**src/rtl/nfcfb_pkg.sv**
```systemverilog
// Shared constants and helpers for the NFC command frame builder.
package nfcfb_pkg;

  localparam int unsigned MaxPayload = 254;

  localparam logic [7:0] PrefixWrite = 8'h01;
  localparam logic [7:0] Preamble    = 8'h00;
  localparam logic [7:0] StartCode   = 8'hFF;
  localparam logic [7:0] DirHost     = 8'hD4;
  localparam logic [7:0] Postamble   = 8'h00;

  localparam int unsigned CfgIdxW = 1;
  localparam int unsigned CfgDataW = 1;

  localparam logic [CfgIdxW-1:0] RegReverseBits = 1'd0;
  localparam logic [CfgIdxW-1:0] RegSendPrefix  = 1'd1;

  function automatic logic [7:0] flip8(input logic [7:0] v);
    logic [7:0] r;
    for (int p = 0; p < 8; p++) begin
      r[7-p] = v[p];
    end
    return r;
  endfunction

endpackage

```
**src/rtl/nfc_command_frame_builder_unit.sv**
```systemverilog
// Top level of the NFC command frame builder: header, payload and trailer sequencing.
//
// The block wraps a stream of command bytes into a host-to-controller normal
// information frame and sends it one byte per cycle while the output is not
// stalled. An item that opens a frame (first_of_frame high) produces the
// optional 0x01 prefix, 00 00 FF, LEN, LCS, D4 and its own command byte,
// followed by DCS and postamble when that byte is also the last of the frame;
// a payload byte in the middle of a frame produces only itself, and the last
// payload byte produces the byte, DCS and postamble. Each byte passes through
// the single output register, which takes one byte per cycle when it is not
// stalled. Input is accepted in the same cycle the previous item hands over
// its final byte, so payload bytes stream at one per cycle while the output
// is not stalled. Items with first_of_frame low while no frame is open are
// accepted and dropped. A frame length of 0 is taken as 1 and one above 254
// as 254. A new first item abandons an open frame without trailer.
// Configuration writes are always ready; register 0 selects bit reversal of
// every emitted byte, register 1 enables the prefix.
module nfc_command_frame_builder_unit
  import nfcfb_pkg::*;
(
  input  logic                clk,
  input  logic                rst,
  // input channel
  input  logic                in_valid,
  output logic                in_stall,
  input  logic [7:0]          cmd_byte,
  input  logic [7:0]          frame_len,
  input  logic                first_of_frame,
  // output channel
  output logic                out_valid,
  input  logic                out_stall,
  output logic [7:0]          out_byte,
  output logic                frame_end,
  // configuration
  input  logic                cfg_valid,
  output logic                cfg_ready,
  input  logic [CfgIdxW-1:0]  cfg_index,
  input  logic [CfgDataW-1:0] cfg_data
);

  typedef enum logic [3:0] {
    S_PREFIX, S_PRE0, S_PRE1, S_START, S_LEN, S_LCS, S_DIR, S_DATA, S_DCS, S_POST
  } step_t;

  // configuration registers
  logic reverse_bits;
  logic send_prefix;

  // frame state
  logic [7:0] bytes_left;
  logic [7:0] data_sum;

  // item register
  logic       item_valid;
  logic [7:0] item_byte;
  logic [7:0] item_len;
  logic [7:0] item_dcs;
  logic       item_last;
  step_t      step;

  logic       in_take;
  logic       out_free;
  logic       emit;
  logic       item_done;
  logic       item_load;
  logic [7:0] cnt_clamp;
  logic [7:0] sum_next;
  logic [7:0] bytes_left_next;
  logic       last_next;
  logic [7:0] emit_byte;

  assign cfg_ready = 1'b1;

  assign out_free  = !out_valid || !out_stall;
  assign emit      = item_valid && out_free;
  assign item_done = emit && ((step == S_DATA && !item_last) || step == S_POST);
  assign in_stall  = item_valid && !item_done;
  assign in_take   = in_valid && !in_stall;

  always_comb begin
    cnt_clamp = frame_len;
    if (frame_len == 8'd0) begin
      cnt_clamp = 8'd1;
    end else if (frame_len > 8'(MaxPayload)) begin
      cnt_clamp = 8'(MaxPayload);
    end
    if (first_of_frame) begin
      sum_next        = cmd_byte;
      bytes_left_next = cnt_clamp - 8'd1;
    end else begin
      sum_next        = data_sum + cmd_byte;
      bytes_left_next = bytes_left - 8'd1;
    end
    last_next = (bytes_left_next == 8'd0);
    item_load = in_take && (first_of_frame || bytes_left != 8'd0);
  end

  always_comb begin
    case (step)
      S_PREFIX: emit_byte = PrefixWrite;
      S_PRE0:   emit_byte = Preamble;
      S_PRE1:   emit_byte = Preamble;
      S_START:  emit_byte = StartCode;
      S_LEN:    emit_byte = item_len;
      S_LCS:    emit_byte = 8'd0 - item_len;
      S_DIR:    emit_byte = DirHost;
      S_DATA:   emit_byte = item_byte;
      S_DCS:    emit_byte = item_dcs;
      S_POST:   emit_byte = Postamble;
      default:  emit_byte = Postamble;
    endcase
  end

  always_ff @(posedge clk) begin
    if (rst) begin
      reverse_bits <= 1'b1;
      send_prefix  <= 1'b1;
    end else if (cfg_valid && cfg_ready) begin
      if (cfg_index == RegReverseBits) begin
        reverse_bits <= cfg_data[0];
      end else if (cfg_index == RegSendPrefix) begin
        send_prefix <= cfg_data[0];
      end
    end
  end

  always_ff @(posedge clk) begin
    if (rst) begin
      bytes_left <= 8'd0;
      data_sum   <= 8'd0;
      item_valid <= 1'b0;
      step       <= S_DATA;
      out_valid  <= 1'b0;
    end else begin
      // advance the sequencer on each emitted byte
      if (emit && !item_load) begin
        case (step)
          S_PREFIX: step <= S_PRE0;
          S_PRE0:   step <= S_PRE1;
          S_PRE1:   step <= S_START;
          S_START:  step <= S_LEN;
          S_LEN:    step <= S_LCS;
          S_LCS:    step <= S_DIR;
          S_DIR:    step <= S_DATA;
          S_DATA:   step <= S_DCS;
          S_DCS:    step <= S_POST;
          S_POST:   step <= S_DATA;
          default:  step <= S_DATA;
        endcase
      end
      if (item_load) begin
        item_valid <= 1'b1;
        bytes_left <= bytes_left_next;
        data_sum   <= last_next ? 8'd0 : sum_next;
        if (first_of_frame) begin
          step <= send_prefix ? S_PREFIX : S_PRE0;
        end else begin
          step <= S_DATA;
        end
      end else if (item_done) begin
        item_valid <= 1'b0;
      end
      if (emit) begin
        out_valid <= 1'b1;
      end else if (!out_stall) begin
        out_valid <= 1'b0;
      end
    end
  end

  // payload registers
  always_ff @(posedge clk) begin
    if (item_load) begin
      item_byte <= cmd_byte;
      item_len  <= cnt_clamp + 8'd1;
      item_dcs  <= 8'd0 - (DirHost + sum_next);
      item_last <= last_next;
    end
    if (emit) begin
      out_byte  <= reverse_bits ? flip8(emit_byte) : emit_byte;
      frame_end <= (step == S_POST);
    end
  end

  a_sum_idle: assert property (@(posedge clk) disable iff (rst)
    bytes_left == 8'd0 |-> data_sum == 8'd0)
    else $error("data sum left over with no frame open");

  a_post_end: assert property (@(posedge clk) disable iff (rst)
    emit && step == S_POST |=> out_valid && frame_end && out_byte == Postamble)
    else $error("postamble not flagged as frame end");

  a_end_only_post: assert property (@(posedge clk) disable iff (rst)
    emit && step != S_POST |=> !frame_end)
    else $error("frame end on a byte other than the postamble");

  a_stall_busy: assert property (@(posedge clk) disable iff (rst)
    in_stall |-> item_valid)
    else $error("input stalled with no request in progress");

endmodule
```
**config.mk**
```make
export PLATFORM = sky130hd
export DESIGN_NAME = nfc_command_frame_builder_unit
export DESIGN_NICKNAME = d
export VERILOG_FILES = /design/src/rtl/nfcfb_pkg.sv /design/src/rtl/nfc_command_frame_builder_unit.sv
export SDC_FILE = /design/constraint.sdc
export NUM_CORES = 1
export LEC_CHECK = 0
export BUFFER_PORTS_ARGS = -buffer_cell sky130_fd_sc_hd__buf_2
export CAP_MARGIN = 15
export CORE_MARGIN = 2
export CORE_UTILIZATION = 58
export CTS_CLUSTER_SIZE = 25
export DETAILED_ROUTE_END_ITERATION = 8
export PLACE_DENSITY = 0.78
export SLEW_MARGIN = 0
export SYNTH_ARGS = -nofsm -noshare
export SYNTH_HDL_FRONTEND = slang
export SYNTH_SLANG_ARGS = --single-unit
```
**constraint.sdc**
```tcl
create_clock -name clk -period 4.2 [get_ports clk]
set_input_delay 0.84 -clock clk [delete_from_list [all_inputs] [get_ports clk]]
set_output_delay 0.84 -clock clk [all_outputs]
set_load 0.01 [all_outputs]
```
==> impl_metrics.json, run 1 <==
{
  "status": "finished clean",
  "synth-seq-cells": 62,
  "cp_cell_sequence": "buf_2 -> or4_1 -> nor3_1 -> a21oi_1 -> a21oi_1 -> inv_1 -> ha_1 -> inv_1 -> o32ai_1 -> xnor2_1 -> nand4b_1 -> nor4_4 -> o21ai_0",
  "dp_hpwl_um": 5840,
  "min_path_type": "register to register",
  "tritoncts": "done",
  "fin_nets": 458,
  "critical_path_arrival_ns": 3.73,
  "cts_resized": 0,
  "vias": 3064,
  "synth_cell_types": 69,
  "fin_crit_ns": 3.52,
  "ios": 36,
  "wl_per_cell_um": 16.1,
  "path_max_fanout": 9,
  "pwr-share-clk_pct": 29.2,
  "ant_nets": 0,
  "synth-seq-area-share_pct": 41.2,
  "htree_levels": 3,
  "overflow": 0,
  "drive_above_1_share_pct": 16.1,
  "switching_share_pct": 32.0,
  "rsz0062_at_grt": "no",
  "finalMaxSlewViolations": 0,
  "port_buffers": 34,
  "slew_headroom_pct": 32.3,
  "fin_setup_tns_ns": 0,
  "hold_viol": 0,
  "finalCritPeriodShare_pct": 83.9,
  "worstPathRequired_ns": 4.41,
  "yosys_warnings": 0,
  "cts_inserted_buffers": 9,
  "syn-cell-area_um2": 3840,
  "p_per_area_nw_per_um2": 489,
  "grt_pass1_wl_um": 13500,
  "clock_skew_ns": 0.00910,
  "switchingPower_mw": 0.668,
  "viasPerCell": 6.13,
  "finalSetupViolations": 0,
  "seqPwrFrac_pct": 41.4,
  "met1Wirelength_um": 3570,
  "top_layer": "met4",
  "synthFlopType": "edfxtp_1",
  "cp-end-kind": "register",
  "syn_nets": 434,
  "place_inst": 484,
  "cts_root_buffer": "clkbuf_8",
  "clk_latency_ns": 0.35,
  "drcViolationCount": 0,
  "syn_inst": 394,
  "antenna_found_initial": 0,
  "grt_max_degree": 41,
  "cts_sinks": 62,
  "drt_first_iter_violations": 122,
  "routed_wl_um": 8060,
  "cts_buffer_depth": 2,
  "grt_usage_pct": 23.5,
  "ctsHoldBuffers": 0,
  "die_area_um2": 7290,
  "worst_slew_pin_slew_ns": 1.00,
  "max_stage_delay_ns": 0.57,
  "antenna_cells": 0,
  "syn2layout_area_growth_pct": 11.2,
  "fin_cells": 500,
  "synthTopCellsByArea": "edfxtp_1 27%, dfxtp_1 15%, ha_1 4.9%",
  "comb_power_share_pct": 29.4,
  "grt_pass1_vias": 2904,
  "leakagePower_nw": 1.69,
  "clk_pin_slew_ns": 0.07,
  "intPower_mw": 1.42,
  "start_util_pct": 60.1,
  "max-vdd-ir-drop_uv": 280,
  "async_flop_share_pct": 0,
  "drt-pass1-iter-count": 4,
  "dr_wl_met3_um": 425,
  "synth.top_cell.area_share_pct": 26.6,
  "wl_met2_um": 3980,
  "crit_type": "input pin to register",
  "synth_area_leader_cell": "edfxtp_1",
  "cap_viol_max_count": 0,
  "dieWidth_um": 85.4,
  "synth_edf_count": 34,
  "place_congestion": 0.929,
  "crit_path_top_delay_cell": "or4_1",
  "startpoint_type": "input pin",
  "rows": 29,
  "chipHeight_um": 85.4,
  "cts_setup_buffers": 0,
  "avgSynthCellArea_um2": 9.75,
  "coreArea_um2": 6390,
  "max_clock_freq_ghz": 0.284
}
cells in the final DEF, fill, tap and decap left out, types with 4 or more instances in the layout:
| cell | n |
|---|---|
| edfxtp_1 | 34 |
| buf_2 | 34 |
| nand2_1 | 29 |
| dfxtp_1 | 28 |
| nor2_1 | 22 |
| a21oi_1 | 19 |
| mux2i_1 | 16 |
| o21ai_0 | 15 |
| ha_1 | 15 |
| nor3_1 | 14 |
| inv_1 | 14 |
| xnor2_1 | 12 |
| xor2_1 | 12 |
| nand3b_1 | 10 |
| clkbuf_8 | 10 |
| nor2b_1 | 9 |
| a211oi_1 | 8 |
| nand3_1 | 7 |
| a21o_1 | 7 |
| nand2b_1 | 7 |
| nor3b_1 | 6 |
| and2_1 | 6 |
| o211ai_1 | 5 |
| o31ai_1 | 5 |
| a22oi_1 | 5 |
| mux2_2 | 5 |
| o41ai_1 | 4 |
| clkbuf_16 | 4 |
flip-flops by register name, indices dropped and copies added, names as in the netlist, named ones only:
| register | cells |
|---|---|
| item_valid | 1 |
| data_sum | 8 |
| frame_end | 1 |
| item_byte | 8 |
| out_valid | 1 |
| item_dcs | 8 |
| item_len | 8 |
| reverse_bits | 1 |
| send_prefix | 1 |
| item_last | 1 |
| bytes_left | 8 |
| step | 4 |
| out_byte | 8 |
stage by stage:
stage / setup WS (ns) / hold WS [ns] / total power, mW / util, % / cell area [um2]
after floorplan: 0.600 / 0.448 / 1.33 / - / 3840
after global placement: 0.448 / 0.461 / 1.46 / 63.0 / 4020
after detailed placement: 0.362 / 0.473 / 1.48 / 63.0 / 4020
after CTS: 0.698 / 0.482 / 2.10 / 66.9 / 4270
after global routing: 0.382 / 0.508 / 2.21 / 66.9 / 4270
final: 0.678 / 0.481 / 2.09 / 66.9 / 4270
metal layers:
layer | vias up | GRT usage [%]
met5 | - | 0
met4 | 0 | 10.7
met3 | 9 | 5.64
met2 | 82 | 39.1
met1 | 1450 | 29.0
li1 | 1523 | -
cell families (layout without fill, tap and decap cells):
family                     after synthesis  count (layout)  synth area share (%)
muxes                                   21              21                  5.64
other                                    1               1                0.0977
AOI/OAI and AO/OA                       99              99                  18.5
adders and majority gates               16              16                  5.41
and+or+nand+nor                        133             133                  19.5
xor gates and xnor gates                24              24                  5.47
DFF                                     62              62                  41.2
buffers and inverters                   38              67                  4.17
synthesized netlist by cell type (all sizes together) (3+ instances only):
cell and number:
o211ai 5, a21o 8, nor3 14, and2 6, nor2 22, nor2b 9, dfxtp 28, ha 15
a22oi 5, a31oi 3, mux2 5, nor4 4, a211oi 8, buf 7, nand3b 10, edfxtp 34
mux2i 16, a21oi 19, nand4 3, nor4b 4, or4 3, clkbuf 16, nand2 29, inv 15
nand2b 7, o31ai 6, o41ai 4, o21ai 15, nand3 7, xor2 12, nor3b 6, xnor2 12
or3 3
worst paths after layout:
kind	startpoint	to	slack [ns]	cells after the start
worst max-delay path	frame_len[1]	data_sum[2]$_SDFFE_PP0P_	0.68	13
worst min-delay path	bytes_left[7]$_SDFFE_PP0P_	bytes_left[7]$_SDFFE_PP0P_	0.48	2
worst max register to register	data_sum[1]$_SDFFE_PP0P_	item_dcs[7]$_DFFE_PP_	1.36	6
worst min register to register	bytes_left[7]$_SDFFE_PP0P_	bytes_left[7]$_SDFFE_PP0P_	0.48	2
area by class of cell:
cell class,count,area [um2]
clock buffers,14,238
clock inverters,2,12.5
fillers,489,2120
inverters,15,58.8
multi-input cells,294,2100
flip-flops and latches,62,1580
well taps,77,96.3
repair buffers,36,185
power by group through the flow:
stage | clock network, mW | logic, mW | registers (mW)
2_1_floorplan | 0 | 0.485 | 0.849
3_3_place_gp | 0 | 0.590 | 0.874
3_5_place_dp | 0 | 0.609 | 0.876
4_1_cts | 0.623 | 0.613 | 0.864
5_1_grt | 0.648 | 0.682 | 0.880
6_report | 0.609 | 0.613 | 0.865
critical path, delay by kind of cell:
kind | cells | cell delay (ns)
AOI/OAI and AO/OA | 4 | 0.64
xor gates and xnor gates | 1 | 0.14
adders and majority gates | 1 | 0.24
buffers and inverters | 3 | 0.34
and+or+nand+nor | 4 | 1.52
Power figures use the tool's default switching activity.
==> inputs of run 2 (changes only) <==
==> constraint.sdc (replaced) <==
create_clock -name clk -period 3.4 [get_ports clk]
set_input_delay 0.68 -clock clk [delete_from_list [all_inputs] [get_ports clk]]
set_output_delay 0.68 -clock clk [all_outputs]
set_load 0.01 [all_outputs]
==> run 2 against run 1 <==
Utilization is 0.37 points higher. Critical endpoint is now data_sum[4]$_SDFFE_PP0P_. Non-clock buffer count is 11 higher. Wire length up 3.1%. Global-route usage increased by 0.38 points. Clock power up 3.3%. First-iteration DRC count up 9.0%. Design area up 0.56%. Sequential share of layout area decreased by 0.21 points. Hold slack got worse by 0.0042 ns. Sequential cell count stayed put. Sequential power increased by 24%. Critical path depth grew 1.
==> impl_metrics.json, run 2 (same netlist as run 1, synthesis figures left out) <==
{
  "worstPathRequired_ns": 3.58,
  "seqPwrFrac_pct": 43.1,
  "leakagePower_nw": 1.72,
  "reg2reg_depth": 9,
  "htree_levels": 3,
  "regToRegSetupSlack_ns": 0.61,
  "finalMaxSlewViolations": 0,
  "antenna_found_initial": 0,
  "startpoint_type": "input pin",
  "intPower_mw": 1.67,
  "tritoncts": "done",
  "max_stage_delay_ns": 0.33,
  "worst_slew_pin_slew_ns": 0.648,
  "overflow": 0,
  "cp-end-kind": "register",
  "vias": 3205,
  "max-vdd-ir-drop_uv": 340,
  "comb_power_share_pct": 31.6,
  "ant_nets": 0,
  "drive_above_1_share_pct": 17.7,
  "fin_cells": 511,
  "switchingPower_mw": 0.818,
  "grt_usage_pct": 23.9,
  "switching_share_pct": 33.0,
  "critPathTopFamily": "simple AND/OR/NAND/NOR gates",
  "coreArea_um2": 6390,
  "ctsHoldBuffers": 0,
  "grt_max_degree": 41,
  "crit_path_start": "frame_len[3]",
  "die_area_um2": 7290,
  "place_ws_ns": -0.0237,
  "port_buffers": 34,
  "pwr-share-clk_pct": 25.3,
  "cp_cell_sequence": "buf_2 -> and4_1 -> nand4_1 -> a21oi_1 -> a21oi_1 -> inv_1 -> ha_1 -> inv_1 -> o32ai_1 -> xnor2_1 -> nand4b_1 -> nor4_4 -> buf_4 -> o31ai_1",
  "cap_viol_max_count": 0,
  "place_congestion": 0.948,
  "syn2layout_area_growth_pct": 11.8,
  "crit_path_top_delay_cell": "o32ai_1",
  "crit_buf_inv": 4,
  "grt_pass1_wl_um": 13800,
  "dieWidth_um": 85.4,
  "cts_sinks": 62,
  "finalCritPeriodShare_pct": 91.6,
  "r2r-start": "step[3]$_SDFFE_PP0N_",
  "final_cell_mix": "34 x edfxtp_1, 34 x buf_2, 29 x nand2_1",
  "drt_first_iter_violations": 133,
  "grt_pass1_vias": 2952,
  "finalSetupViolations": 0,
  "fin_ws_ns": 0.285,
  "max_clock_freq_ghz": 0.321,
  "dp_hpwl_um": 6120,
  "start_util_pct": 60.1,
  "cts_setup_buffers": 0,
  "critical_path_arrival_ns": 3.30,
  "slew_headroom_pct": 56.3,
  "clk_pin_slew_ns": 0.07,
  "viasPerCell": 6.27,
  "crit_type": "input pin to register",
  "regArea_um2": 1580,
  "p_per_area_nw_per_um2": 578,
  "clock_skew_ns": 0.0130,
  "cts_resized": 0,
  "path_max_fanout": 9,
  "drt-pass1-iter-count": 5,
  "cts_buffer_depth": 2,
  "drcViolationCount": 0,
  "min_path_type": "register to register",
  "multi_input_area_um2": 2100,
  "fin_nets": 469,
  "antenna_cells": 0,
  "chipHeight_um": 85.4,
  "fillers": 514,
  "place_inst": 495,
  "endpoint": "data_sum[4]$_SDFFE_PP0P_",
  "rsz0062_at_grt": "no",
  "status": "finished clean",
  "cts_root_buffer": "clkbuf_8",
  "worst-path-stages": 14,
  "hold_viol": 0,
  "ios": 36,
  "routed_wl_um": 8310,
  "fin_crit_ns": 3.12,
  "cts_inserted_buffers": 9,
  "rows": 29,
  "wl_per_cell_um": 16.3,
  "clk_latency_ns": 0.33
}
==> run 2: cell count changes in the layout (fill, tap and decap cells not counted) <==
cell	previous run	this run
bufinv_16	0	1
clkbuf_16	4	0
buf_4	2	13
inv_4	1	2
clkbuf_1	0	2
clkinv_2	1	2
clkinvlp_4	1	0
==> run 2: stage by stage <==
step           utilization [%]  TNS, ns  hold WS (ns)  power (mW)  instance area (um2)
3_3_place_gp              64.2        0         0.455        1.83                 4100
2_1_floorplan                -        0         0.448        1.65                 3840
3_5_place_dp              64.2   -0.113         0.468        1.86                 4100
4_1_cts                   67.2        0         0.478        2.49                 4290
5_1_grt                   67.2        0         0.494        2.63                 4290
6_report                  67.2        0         0.477        2.48                 4290
==> run 2: how the worst min path moves through the flow <==
stage	to	slack (ns)	cells past startpoint	start
CTS	bytes_left[7]$_SDFFE_PP0P_	0.48	2	bytes_left[7]$_SDFFE_PP0P_
floorplan	bytes_left[7]$_SDFFE_PP0P_	0.45	2	bytes_left[7]$_SDFFE_PP0P_
detailed placement	bytes_left[7]$_SDFFE_PP0P_	0.47	2	bytes_left[7]$_SDFFE_PP0P_
finish	bytes_left[7]$_SDFFE_PP0P_	0.48	2	bytes_left[7]$_SDFFE_PP0P_
global route	bytes_left[7]$_SDFFE_PP0P_	0.49	2	bytes_left[7]$_SDFFE_PP0P_
global placement	bytes_left[7]$_SDFFE_PP0P_	0.46	2	bytes_left[7]$_SDFFE_PP0P_
==> run 2: power by group through the flow <==
stage          Clock [mW]  Sequential, mW  Combinational, mW
2_1_floorplan           0            1.05              0.600
3_3_place_gp            0            1.08              0.749
3_5_place_dp            0            1.08              0.780
4_1_cts             0.642            1.07              0.784
5_1_grt             0.678            1.09              0.870
6_report            0.629            1.07              0.784
==> run 2: cell type report <==
type / count / area share (%)
clock buffer: 12 / 3.38
sequential: 62 / 36.8
tap: 77 / 2.24
clock inverter: 4 / 1.08
timing repair buffer: 47 / 6.24
multi-input combinational: 294 / 48.9
inverter: 15 / 1.37
==> run 2: worst register-to-register path, cell delays in order (launching register included) <==
cell	delay, ns
dfxtp_1	0.64
nor3b_1	0.38
o211ai_1	0.22
a21o_4	0.38
inv_4	0.11
nand3_1	0.10
a21o_1	0.21
ha_1	0.22
and2_1	0.14
o31a_1	0.28
==> run 2: layer usage <==
layer / global-route usage (%) / routed length, um / up-vias
met5: 0 / 0 / -
met4: 7.22 / 117 / 0
met3: 6.03 / 486 / 15
met2: 40.3 / 4080 / 114
met1: 30.3 / 3620 / 1538
li1: - / - / 1538
==> inputs of run 3 (changes only) <==
--- a/config.mk
+++ b/config.mk
@@ -6,12 +6,11 @@
 export NUM_CORES = 1
 export LEC_CHECK = 0
 export BUFFER_PORTS_ARGS = -buffer_cell sky130_fd_sc_hd__buf_2
-export CAP_MARGIN = 15
 export CORE_MARGIN = 2
 export CORE_UTILIZATION = 58
 export CTS_CLUSTER_SIZE = 25
 export DETAILED_ROUTE_END_ITERATION = 8
-export PLACE_DENSITY = 0.78
+export PLACE_DENSITY = 0.87
 export SLEW_MARGIN = 0
 export SYNTH_ARGS = -nofsm -noshare
 export SYNTH_HDL_FRONTEND = slang
==> run 3 against run 2 <==
Sequential cell count unchanged. Global-route usage down 0.63 points. Hold slack better by 0.012 ns. Critical path depth unchanged. Sequential power hardly changed. Utilization rose by 0.43 points. Register-to-register slack improved by 0.11 ns. Total power rose by 0.52%. Sequential share of layout area decreased by 0.23 points. Non-clock buffer count up 3. Clock skew fell by 0.0023 ns. Cell count rose by 0.59%. Largest cell class unchanged.
==> impl_metrics.json, run 3 (same netlist as run 1, synthesis figures left out) <==
{
  "status": "finished clean",
  "cap_viol_max_count": 0,
  "path_max_fanout": 9,
  "regArea_um2": 1580,
  "overflow": 0,
  "cts_root_buffer": "clkbuf_8",
  "rows": 29,
  "cp-end-kind": "register",
  "final_cell_mix": "34 x edfxtp_1, 34 x buf_2, 29 x nand2_1",
  "dp_hpwl_um": 6210,
  "coreArea_um2": 6390,
  "max_clock_freq_ghz": 0.327,
  "reg2reg_depth": 8,
  "drive_above_1_share_pct": 18.8,
  "max-vdd-ir-drop_uv": 467,
  "hold_viol": 0,
  "min_path_type": "register to register",
  "fillers": 514,
  "place_congestion": 0.907,
  "ant_nets": 0,
  "syn2layout_area_growth_pct": 12.5,
  "finalMaxSlewViolations": 0,
  "fin_nets": 472,
  "clk_latency_ns": 0.34,
  "grt_usage_pct": 23.3,
  "chipHeight_um": 85.4,
  "ctsHoldBuffers": 0,
  "crit_type": "input pin to register",
  "die_area_um2": 7290,
  "drt-pass1-iter-count": 5,
  "cts_resized": 0,
  "routed_wl_um": 8330,
  "clock_skew_ns": 0.0107,
  "place_ws_ns": 0.0301,
  "htree_levels": 3,
  "finalSetupViolations": 0,
  "tritoncts": "done",
  "drt_first_iter_violations": 192,
  "clk_pin_slew_ns": 0.07,
  "whs_ns": 0.489,
  "grt_pass1_wl_um": 13500,
  "worst_slew_pin_slew_ns": 0.617,
  "finalCritPeriodShare_pct": 89.9,
  "rsz0062_at_grt": "no",
  "wl_per_cell_um": 16.2,
  "cts_setup_buffers": 0,
  "fin_ws_ns": 0.342,
  "antenna_found_initial": 0,
  "startpoint_type": "input pin",
  "grt_pass1_vias": 2951,
  "dieWidth_um": 85.4,
  "cts_buffer_depth": 2,
  "viasPerCell": 6.27,
  "drcViolationCount": 0,
  "fin_setup_tns_ns": 0,
  "p_per_area_nw_per_um2": 578,
  "vias": 3221,
  "critical_path_arrival_ns": 3.26,
  "fin_crit_ns": 3.06,
  "cts_inserted_buffers": 9,
  "port_buffers": 34,
  "multi_input_area_um2": 2100,
  "start_util_pct": 60.1,
  "cts_sinks": 62,
  "slew_headroom_pct": 58.5,
  "leakagePower_nw": 1.74,
  "grt_max_degree": 41,
  "antenna_cells": 0,
  "holdPathStages": 2,
  "worstPathRequired_ns": 3.60,
  "ios": 36
}
run 3: cell count changes in the layout (fill, tap and decap cells not counted):
cell	delta
inv_6	+1
clkbuf_8	-1
clkbuf_1	-2
clkinv_4	+2
buf_4	+3
run 3: final timing paths:
check                                     to  slack, ns                        from
setup / recovery    data_sum[7]$_SDFFE_PP0P_       0.34                frame_len[0]
hold / removal    bytes_left[6]$_SDFFE_PP0P_       0.49  bytes_left[6]$_SDFFE_PP0P_
setup reg to reg  bytes_left[4]$_SDFFE_PP0P_       0.72        step[3]$_SDFFE_PP0N_
hold reg to reg   bytes_left[6]$_SDFFE_PP0P_       0.49  bytes_left[6]$_SDFFE_PP0P_
run 3: per-layer routing:
metal	GRT usage (%)	routed length [um]	vias to the layer above
li1	-	-	1548
met2	38.7	4020	115
met3	5.45	455	13
met5	0	0	-
met4	9.81	142	0
met1	29.0	3710	1545
run 3: final cells by class:
type,instances,share of cell area [%]
Multi-Input combinational cell,294,48.6
Sequential cell,62,36.6
Clock buffer,9,2.87
Clock inverter,7,1.68
Inverter,15,1.36
Tap cell,77,2.23
Timing Repair Buffer,50,6.72
run 3: through the flow:
stage                     power [mW]  std cells  utilization, %  cell area, um2
after floorplan                 1.65        394               -            3840
after global placement          1.83        498            64.6            4130
after detailed placement        1.86        498            64.6            4130
after CTS                       2.49        514            67.7            4320
after global routing            2.63        514            67.7            4320
final                           2.50        514            67.7            4320
run 3: report_power, final:
part | switching [mW] | internal (mW) | total (mW)
logic | 0.437 | 0.348 | 0.785
registers | 0.106 | 0.965 | 1.07
clock network | 0.300 | 0.341 | 0.640
total | 0.843 | 1.65 | 2.50
run 3: worst max-delay path, cell delays in order:
cell	delay, ns
buf_2	0.10
or4_1	0.54
nor3_1	0.19
a21oi_1	0.09
a21oi_1	0.21
inv_1	0.07
ha_1	0.24
inv_1	0.12
o32ai_1	0.11
xnor2_1	0.14
nand4b_1	0.23
nor4_4	0.27
buf_4	0.19
o41ai_1	0.07
